===== src/rtl/core/lbmp_ram.sv =====
// generic single-write, single-read ram with registered read data
module lbmp_ram #(
  parameter int WIDTH = 32,
  parameter int DEPTH = 64,
  localparam int AW = (DEPTH > 1) ? $clog2(DEPTH) : 1
) (
  input  logic             clk,
  input  logic             we,
  input  logic [AW-1:0]    waddr,
  input  logic [WIDTH-1:0] wdata,
  input  logic             re,
  input  logic [AW-1:0]    raddr,
  output logic [WIDTH-1:0] rdata
);

  logic [WIDTH-1:0] mem [DEPTH];

  always_ff @(posedge clk) begin
    if (we) begin
      mem[waddr] <= wdata;
    end
    if (re) begin
      rdata <= mem[raddr];
    end
  end

endmodule


===== config.mk =====
export PLATFORM = sky130hd
export DESIGN_NAME = lbmp_ram
export DESIGN_NICKNAME = d
export VERILOG_FILES = /design/src/rtl/core/lbmp_ram.sv
export SDC_FILE = /design/constraint.sdc
export NUM_CORES = 2
export LEC_CHECK = 0
export BUFFER_PORTS_ARGS = -buffer_cell sky130_fd_sc_hd__buf_4
export CAP_MARGIN = 0
export CORE_MARGIN = 2
export CORE_UTILIZATION = 55
export DETAILED_ROUTE_END_ITERATION = 16
export GPL_TIMING_DRIVEN = 1
export PLACE_DENSITY_LB_ADDON = 0.05
export SKIP_LAST_GASP = 1
export SLEW_MARGIN = 15
export SYNTH_ARGS = -nofsm -noshare
export SYNTH_HDL_FRONTEND = slang
export SYNTH_SLANG_ARGS = --single-unit

===== constraint.sdc =====
create_clock -name clk -period 4.7 [get_ports clk]
set_input_delay 0.94 -clock clk [delete_from_list [all_inputs] [get_ports clk]]
set_output_delay 0.94 -clock clk [all_outputs]
set_load 0.02 [all_outputs]

==> flow_summary.toml <==
[run_status]
status = "finished, final reports clean"

[synthesis]
synthArstFlopShare_pct = 0
ys_types = 33
syn_nets = 3371
ys_ff_latch = 2080
syn_inst = 3324
synth_edf_count = 2080
syn_area_sq_um = 78800
synth-main-ff-cell = "edfxtp_1"
syn_avg_cell_area_sq_um = 23.7
yosys_warnings = 0
ys_seq_area_share_pct = 79.2

[clocking]
cts_tree = "done"
clk_latency_ns = 0.83
h-tree-depth = 4
cts_sinks = 2080
clk_pin_slew_ns = 0.06
cts_buffers = 202
cts_resized = 0
cts_buffer_depth = 3
post_cts_buffers = 0
root_buffer = "clkbuf_16"
holdBufCountCts = 0

[critical_path]
path_class = "in2reg"
cpPeakStageDelay_ns = 0.84
cp.required_ns = 5.22
start_kind = "input pin"
critPathTopFamily = "buffers and inverters"
slowest_stage = "o22ai_1"
crit_buf_inv = 2
r2r_slack_ns = 2.10
worstReg2RegEnd = "rdata[1]$_DFFE_PP_"
path_depth = 6
cpMostUsedCell = "mux4_2"
startpoint = "raddr[1]"
crit_path_max_fanout = 58
rr_worst_depth = 4
end_kind = "flip-flop"
path_cells = "buf_8 > buf_4 > mux4_2 > mux4_2 > o22ai_1 > nor2_1"
critical_path_arrival_ns = 3.92
worstReg2RegStart = "mem[13][1]$_DFFE_PP_"

[min_path]
holdPathStages = 1
holdPathEnd = "mem[34][6]$_DFFE_PP_"
hold_class = "in2reg"
hp-start = "wdata[6]"

[power]
p_leak_nw = 27.7
total_power_w = 0.0378
irDropWorstVdd_mv = 0.338
power_density_nw_per_um2 = 424

[final_layout]
layout_commonest_cell = "edfxtp_1"
area_growth_pct = 12.9
num-nets-final = 3626
fill_cells = 9537
fin_util_pct = 62.7
drive_above_1_share_pct = 29.8
layout_common_cells = "edfxtp_1 (2080), mux4_2 (544), buf_4 (211)"

[timing]
setup_ws_ns = 1.30
min_period_ns = 3.40
fin_crit_sh_pct = 72.3
timing.fmax_mhz = 294
fin_skew_ns = 0.0246
hold_viol = 0
maxSlewViolCount = 0
worst_pin_slew_ns = 1.08
setup_tns_ns = 0
rsz0062_at_grt = "false"
setup_viol = 0
relSlewSlack_pct = 28.0

[grt]
met3_usage_pct = 4.79
grt-ovfl-total = 0
grt_max_degree = 83
top_usage_layer = "met2"
track_usage_pct = 27.6
grt_pass1_vias = 37900
grt_util_met1_pct = 40.3
grt_pass1_wl_um = 282000
grt.met2_usage_pct = 43.6
antenna_found_initial = 10

[routing]
wl_um = 199000
first_iter_violations = 4445
ant_nets = 0
wire_per_inst_um = 35.3
vias = 37100
post-route-drc-count = 0
avgViaCountPerCell = 6.58
drtPass1Iterations = 5

[job]
drv_cap = 0

[die]
num_io_pins = 79
initial_core_util_pct = 55.5
rows = 138
die_h_um = 383
core_area_sq_um = 142000
die_w_um = 383
dieArea_sq_um = 146000

[placed_design]
dpl.hpwl_um = 111000
port_buffers = 78
place_congestion = 0.791
dpl_worst_slack_ns = 0.454
## worst reg2reg max path: cells and delay by family, from the launching register on
family             cells  cell delay [ns]
muxes                  2             0.97
AOI/OAI and AO/OA      1             0.84
and+or+nand+nor        1             0.12
DFF                    1             0.38
## final cells by class
cell class / instances / area [sq um] / share of cell area [%]
timing repair buffer: 233 / 2010 / 2.26
tap: 1890 / 2360 / 2.66
sequential: 2080 / 62500 / 70.2
multi-input combinational: 1062 / 16000 / 17.9
antenna: 5 / 12.5 / 0.0141
clock buffer: 260 / 5420 / 6.09
clock inverter: 106 / 761 / 0.855
## sequential cells by signal (all words and copies together) (netlist names)
name and cells:
mem 2048, rdata 32
## per-stage QoR
step,hold WS (ns),cell area (sq um),instances
3_3_place_gp,0.820,82800,5265
4_1_cts,0.614,89000,5631
2_1_floorplan,0.750,78800,3324
3_5_place_dp,0.822,82800,5265
6_report,0.653,89000,5636
5_1_grt,0.656,89000,5631
## synthesized netlist by cell type, types with 2 or more instances
master / count / area, sq um
a41o_1: 4 / 40.0
o32ai_1: 4 / 35.0
and2_1: 2 / 12.5
mux2i_1: 93 / 931
nor2_1: 137 / 514
edfxtp_1: 2080 / 62500
or3b_2: 3 / 26.3
nand2_1: 26 / 97.6
or3b_1: 2 / 17.5
or3_1: 3 / 18.8
buf_1: 21 / 78.8
buf_4: 25 / 188
clkbuf_1: 74 / 278
and3_1: 4 / 25.0
nor3_1: 7 / 35.0
buf_6: 5 / 56.3
nand3b_1: 5 / 37.5
o221ai_1: 27 / 236
mux4_2: 544 / 12300
a311oi_1: 8 / 70.1
buf_2: 57 / 285
nand3_1: 5 / 25.0
a21oi_1: 62 / 310
a22oi_1: 12 / 90.1
nand4_1: 2 / 12.5
nor2b_1: 15 / 93.8
o22ai_1: 84 / 526
nand2b_1: 8 / 50.1
## cells by family (layout without fill, tap and decap cells)
| kind of cell | after synthesis | after routing | share of synthesized area (%) |
|---|---|---|---|
| other | 0 | 5 | 0 |
| buffers and inverters | 182 | 599 | 1.12 |
| flip-flops | 2080 | 2080 | 79.2 |
| AO/OA/AOI/OAI | 202 | 202 | 1.67 |
| multiplexers | 637 | 637 | 16.7 |
| AND/OR/NAND/NOR | 223 | 223 | 1.26 |
## power by group
part	internal, W	leakage [nW]	switching, W
registers	0.0206	18.7	0.0000704
clock network	0.00863	3.04	0.00662
logic	0.000707	5.93	0.00116
total	0.0299	27.7	0.00785
## routing by layer
| metal | wire length (um) | share of wire, % |
|---|---|---|
| met1 | 79800 | 40 |
| met2 | 96500 | 49 |
| met3 | 17200 | 8.6 |
| met4 | 5330 | 2.7 |
| met5 | 52 | 0.026 |
## worst max path at each step
stage,endpoint
after detailed placement,rdata[1]$_DFFE_PP_
after floorplan,mem[48][0]$_DFFE_PP_
after global placement,rdata[1]$_DFFE_PP_
after CTS,rdata[1]$_DFFE_PP_
final,rdata[1]$_DFFE_PP_
after global routing,rdata[1]$_DFFE_PP_
(Power assumes the default switching activity.)
