`config.mk`:
```
export PLATFORM = sky130hd
export DESIGN_NAME = lbmp_out_queue
export DESIGN_NICKNAME = d
export VERILOG_FILES = /design/src/rtl/core/lbmp_out_queue.sv
export SDC_FILE = /design/constraint.sdc
export NUM_CORES = 1
export LEC_CHECK = 0
export ABC_AREA = 1
export BUFFER_PORTS_ARGS = -buffer_cell sky130_fd_sc_hd__buf_2
export CAP_MARGIN = 40
export CORE_ASPECT_RATIO = 1.4
export CORE_MARGIN = 4
export CORE_UTILIZATION = 40
export DETAILED_ROUTE_END_ITERATION = 12
export GPL_TIMING_DRIVEN = 1
export PLACE_DENSITY = 0.61
export SKIP_LAST_GASP = 1
export SYNTH_ARGS = -nofsm -noshare
export SYNTH_HDL_FRONTEND = slang
export SYNTH_SLANG_ARGS = --single-unit
```
`constraint.sdc`:
```
create_clock -name clk -period 3.25 [get_ports clk]
set_input_delay 0 -clock clk [delete_from_list [all_inputs] [get_ports clk]]
set_output_delay 0 -clock clk [all_outputs]
set_load 0.05 [all_outputs]
```
`src/rtl/core/lbmp_out_queue.sv`:
```
// two-entry result queue between the compute stage and the output stream
module lbmp_out_queue #(
  parameter int WIDTH = 44
) (
  input  logic             clk,
  input  logic             rst,
  input  logic             push,
  input  logic [WIDTH-1:0] push_data,
  input  logic             pop,
  output logic             head_valid,
  output logic [WIDTH-1:0] head_data,
  output logic [1:0]       count
);

  logic [WIDTH-1:0] slots [2];
  logic             wr_ptr;
  logic             rd_ptr;
  logic [1:0]       count_next;

  assign head_valid = (count != 2'd0);
  assign head_data  = slots[rd_ptr];

  always_comb begin
    count_next = count;
    if (push && !pop) begin
      count_next = count + 2'd1;
    end else if (!push && pop) begin
      count_next = count - 2'd1;
    end
  end

  always_ff @(posedge clk) begin
    if (rst) begin
      wr_ptr <= 1'b0;
      rd_ptr <= 1'b0;
      count  <= 2'd0;
    end else begin
      if (push) begin
        wr_ptr <= ~wr_ptr;
      end
      if (pop) begin
        rd_ptr <= ~rd_ptr;
      end
      count <= count_next;
    end
  end

  always_ff @(posedge clk) begin
    if (push) begin
      slots[wr_ptr] <= push_data;
    end
  end

  a_no_overflow: assert property (@(posedge clk) disable iff (rst)
    (push && count == 2'd2) |-> pop)
    else $error("result pushed into a full queue");

  a_count_range: assert property (@(posedge clk) disable iff (rst)
    count <= 2'd2)
    else $error("queue count out of range");

  a_pop_nonempty: assert property (@(posedge clk) disable iff (rst)
    pop |-> head_valid)
    else $error("pop from an empty queue");

endmodule

```
==> flow_metrics.tcl <==
set metrics [dict create \
    status "finished, final reports clean" \
    std_cell_rows 40 \
    setup-tns-final_ns 0 \
    placed_cell_area_um2 4170 \
    post_cts_resize_count 0 \
    reg_to_reg_slack_setup_ns 1.54 \
    max-slew-margin-rel_pct 44.1 \
    placeableCoreArea_um2 8710 \
    final_design_area_no_fill_um2 4930 \
    crit_path_max_incr_delay_ns 0.76 \
    timing.max_cap.violations 0 \
    regToRegStartpoint "wr_ptr$_SDFFE_PP0P_" \
    routedWlPerCell_um 15.0 \
    mappedNetlistArea_um2 3600 \
    globalRouteOverflowTotal 0 \
    clk_path_buf_depth 2 \
    synth_warnings 0 \
    rsz0062_at_grt "false" \
    power_density_nw_per_um2 590 \
    synth.net_count 218 \
    crit_path_max_fanout 25 \
    fp.dieH_um 120 \
    clock-sinks 93 \
    timing.final.crit_share_pct 59.9 \
    yosysUniqueCellTypes 16 \
    detail_route.vias_per_cell 4.54 \
    cts_made_buffers 9 \
    hold_viol_final 0 \
    fp.dieArea_um2 10600 \
    critical_path.startpoint_type "register" \
    setup_viol_count_final 0 \
    pin_count_of_the_biggest_net_entering_global_routing 30 \
    power_frac_clock_pct 32.8 \
    post-layout-total-power_mw 2.91 \
    switching_share_pct 25.5 \
    port_buffers 94 \
    clock_insertion_delay_worst_skew_ns 0.33 \
    critical_path.cell_chain "buf_12 > mux2_4 > buf_2" \
    layout-area-overhead-vs-synth_pct 36.9 \
    dr_total_vias 1951 \
    switchingPower_mw 0.742 \
    post_synth_top_area_cell "sky130_fd_sc_hd__edfxtp_1" \
    cts_tree "built" \
    die_width_um 88.2 \
    initial_utilization_pct 41.4 \
    hp-start "push_data[14]" \
    power_leakage_nw 2.00 \
    post_synth.cell_area_avg_um2 21.3 \
    design.final.nets 369 \
    max_h_tree_level 3 \
    io-pin-count 95 \
    pwr-share-comb_pct 18.6 \
    synth.area.top_cells "sky130_fd_sc_hd__edfxtp_1 (73%), sky130_fd_sc_hd__mux2_4 (17%), sky130_fd_sc_hd__dfxtp_1 (2.8%)" \
    drv_slew 0 \
    final_core_utilization_pct 56.6 \
    drt_pre_antenna_iters 4 \
    remaining_drc_errors 0 \
    timing.setup.critical_path_class "register to primary output" \
    first_pass_grt_wire_length_mm 10.1 \
    synth_edf_count 88 \
    synth.most_common_cell "sky130_fd_sc_hd__edfxtp_1" \
    detailedRoute.firstIterationViolations 51 \
    cts.clk_slew.worst_paths_ns 0.06 \
    period_minus_slack_ns 1.95 \
    peakVddDrop_mv 0.367 \
    yosys_register_bits 93 \
    tightestPinTransition_ns 0.836 \
    root_buffer "sky130_fd_sc_hd__clkbuf_16" \
    insertedDiodeCount 0 \
    drive_above_1_share_pct 48.0 \
    first_global_vias 2059 \
    total_length_of_routed_wires_mm 6.47 \
    crit_arrival_ns 1.95 \
    synth_top_area_share_pct 73.4 \
    max_freq_mhz 514 \
    worst_path_max_delay_cell "sky130_fd_sc_hd__dfxtp_2" \
    synthArstFlopShare_pct 0 \
    hpwl_mm 4.12 \
    holdCritPathClass "input pin to register" \
    gpl.final_weighted_congestion 0.705 \
    syn_inst 169 \
    sequentialPowerShare_pct 48.7 \
    cp.required_ns 3.25 \
    share_of_synthesized_area_occupied_by_flip_flops_and_latches_pct 76.1 \
    worstSetupEndpointType "primary output" \
    ys_top_cells_by_count "sky130_fd_sc_hd__edfxtp_1 (88), sky130_fd_sc_hd__mux2_4 (40), sky130_fd_sc_hd__inv_1 (9)" \
    grt_usage_pct 13.0 \
    ys_dominant_reg_cell "sky130_fd_sc_hd__edfxtp_1" \
    finalClockSkew_ns 0.00559 \
    antenna_found_initial 0 \
    drt.antenna.violating_nets 0 \
    power.internal_mw 2.17 \
]
path summary, 6_finish.rpt:
check | to | cells after the start
max reg2reg | slots[0][16]$_DFFE_PP_ | 2
max | head_data[25] | 3
min | slots[0][14]$_DFFE_PP_ | 2
min reg2reg | rd_ptr$_SDFFE_PP0P_ | 2
registers in the layout, indices dropped and copies added, names as in the netlist, named ones only:
signal  flops
slots      88
count       2
rd_ptr      1
wr_ptr      1
power groups by stage:
| stage | Combinational [mW] | Sequential, mW | Clock [mW] |
|---|---|---|---|
| CTS | 0.546 | 1.42 | 0.986 |
| floorplan | 0.403 | 1.44 | 0 |
| global route | 0.568 | 1.42 | 1.04 |
| finish | 0.540 | 1.42 | 0.953 |
| global placement | 0.494 | 1.44 | 0 |
| detailed placement | 0.501 | 1.44 | 0 |
layer usage:
layer	vias up	share of wire, %	track usage [%]
met2	54	57	24.3
met4	0	1.8	5.39
met1	943	35	12.4
li1	944	-	-
met5	-	0	0
met3	10	6.7	4.84
placed cells by master (no fill, tap or decap), drive strengths merged:
| master | instances |
|---|---|
| xnor2 | 1 |
| o21ai | 1 |
| clkbuf | 15 |
| buf | 97 |
| nor3 | 1 |
| nand4 | 1 |
| dlygate4sd3 | 48 |
| nand2 | 6 |
| ha | 1 |
| nand3 | 1 |
| a21oi | 1 |
| edfxtp | 88 |
| nor2 | 5 |
| dfxtp | 5 |
| clkinv | 1 |
| inv | 9 |
| mux2 | 44 |
layout make-up:
type                    instances  area (um^2)
fillers                       721         3780
flip-flops and latches         93         2740
repair buffers                145          998
multi-input cells              62          742
clock buffers                  15          278
well taps                     105          131
inverters                       9         33.8
clock inverters                 1         3.75
per-stage QoR:
step | setup WS (ns) | hold slack (ns) | std cells
after floorplan | 0.633 | 0.0724 | 169
after global placement | 1.50 | 0.190 | 365
after detailed placement | 1.48 | 0.192 | 366
after CTS | 1.25 | 0.374 | 430
after global routing | 1.20 | 0.375 | 430
final | 1.30 | 0.387 | 430
repair_timing:
item | CTS | global route
buffers inserted | 0 | 0
hold endpoints to repair | 93 | 0
hold buffers | 48 | 0
cell families after synthesis:
family	count (synthesis)	synth area share, %
buf+inv	14	3.47
xor+xnor	1	0.243
fa+ha+maj	1	0.347
simple gates	14	1.60
compound gates	2	0.278
flops	93	76.1
mux	44	17.9
worst max-delay path: cells and delay by family (launching register included):
kind | cells | cell delay [ns]
buf+inv | 2 | 0.52
mux | 1 | 0.32
flops | 1 | 0.76
No activity file was read; power rests on OpenSTA's default activity.
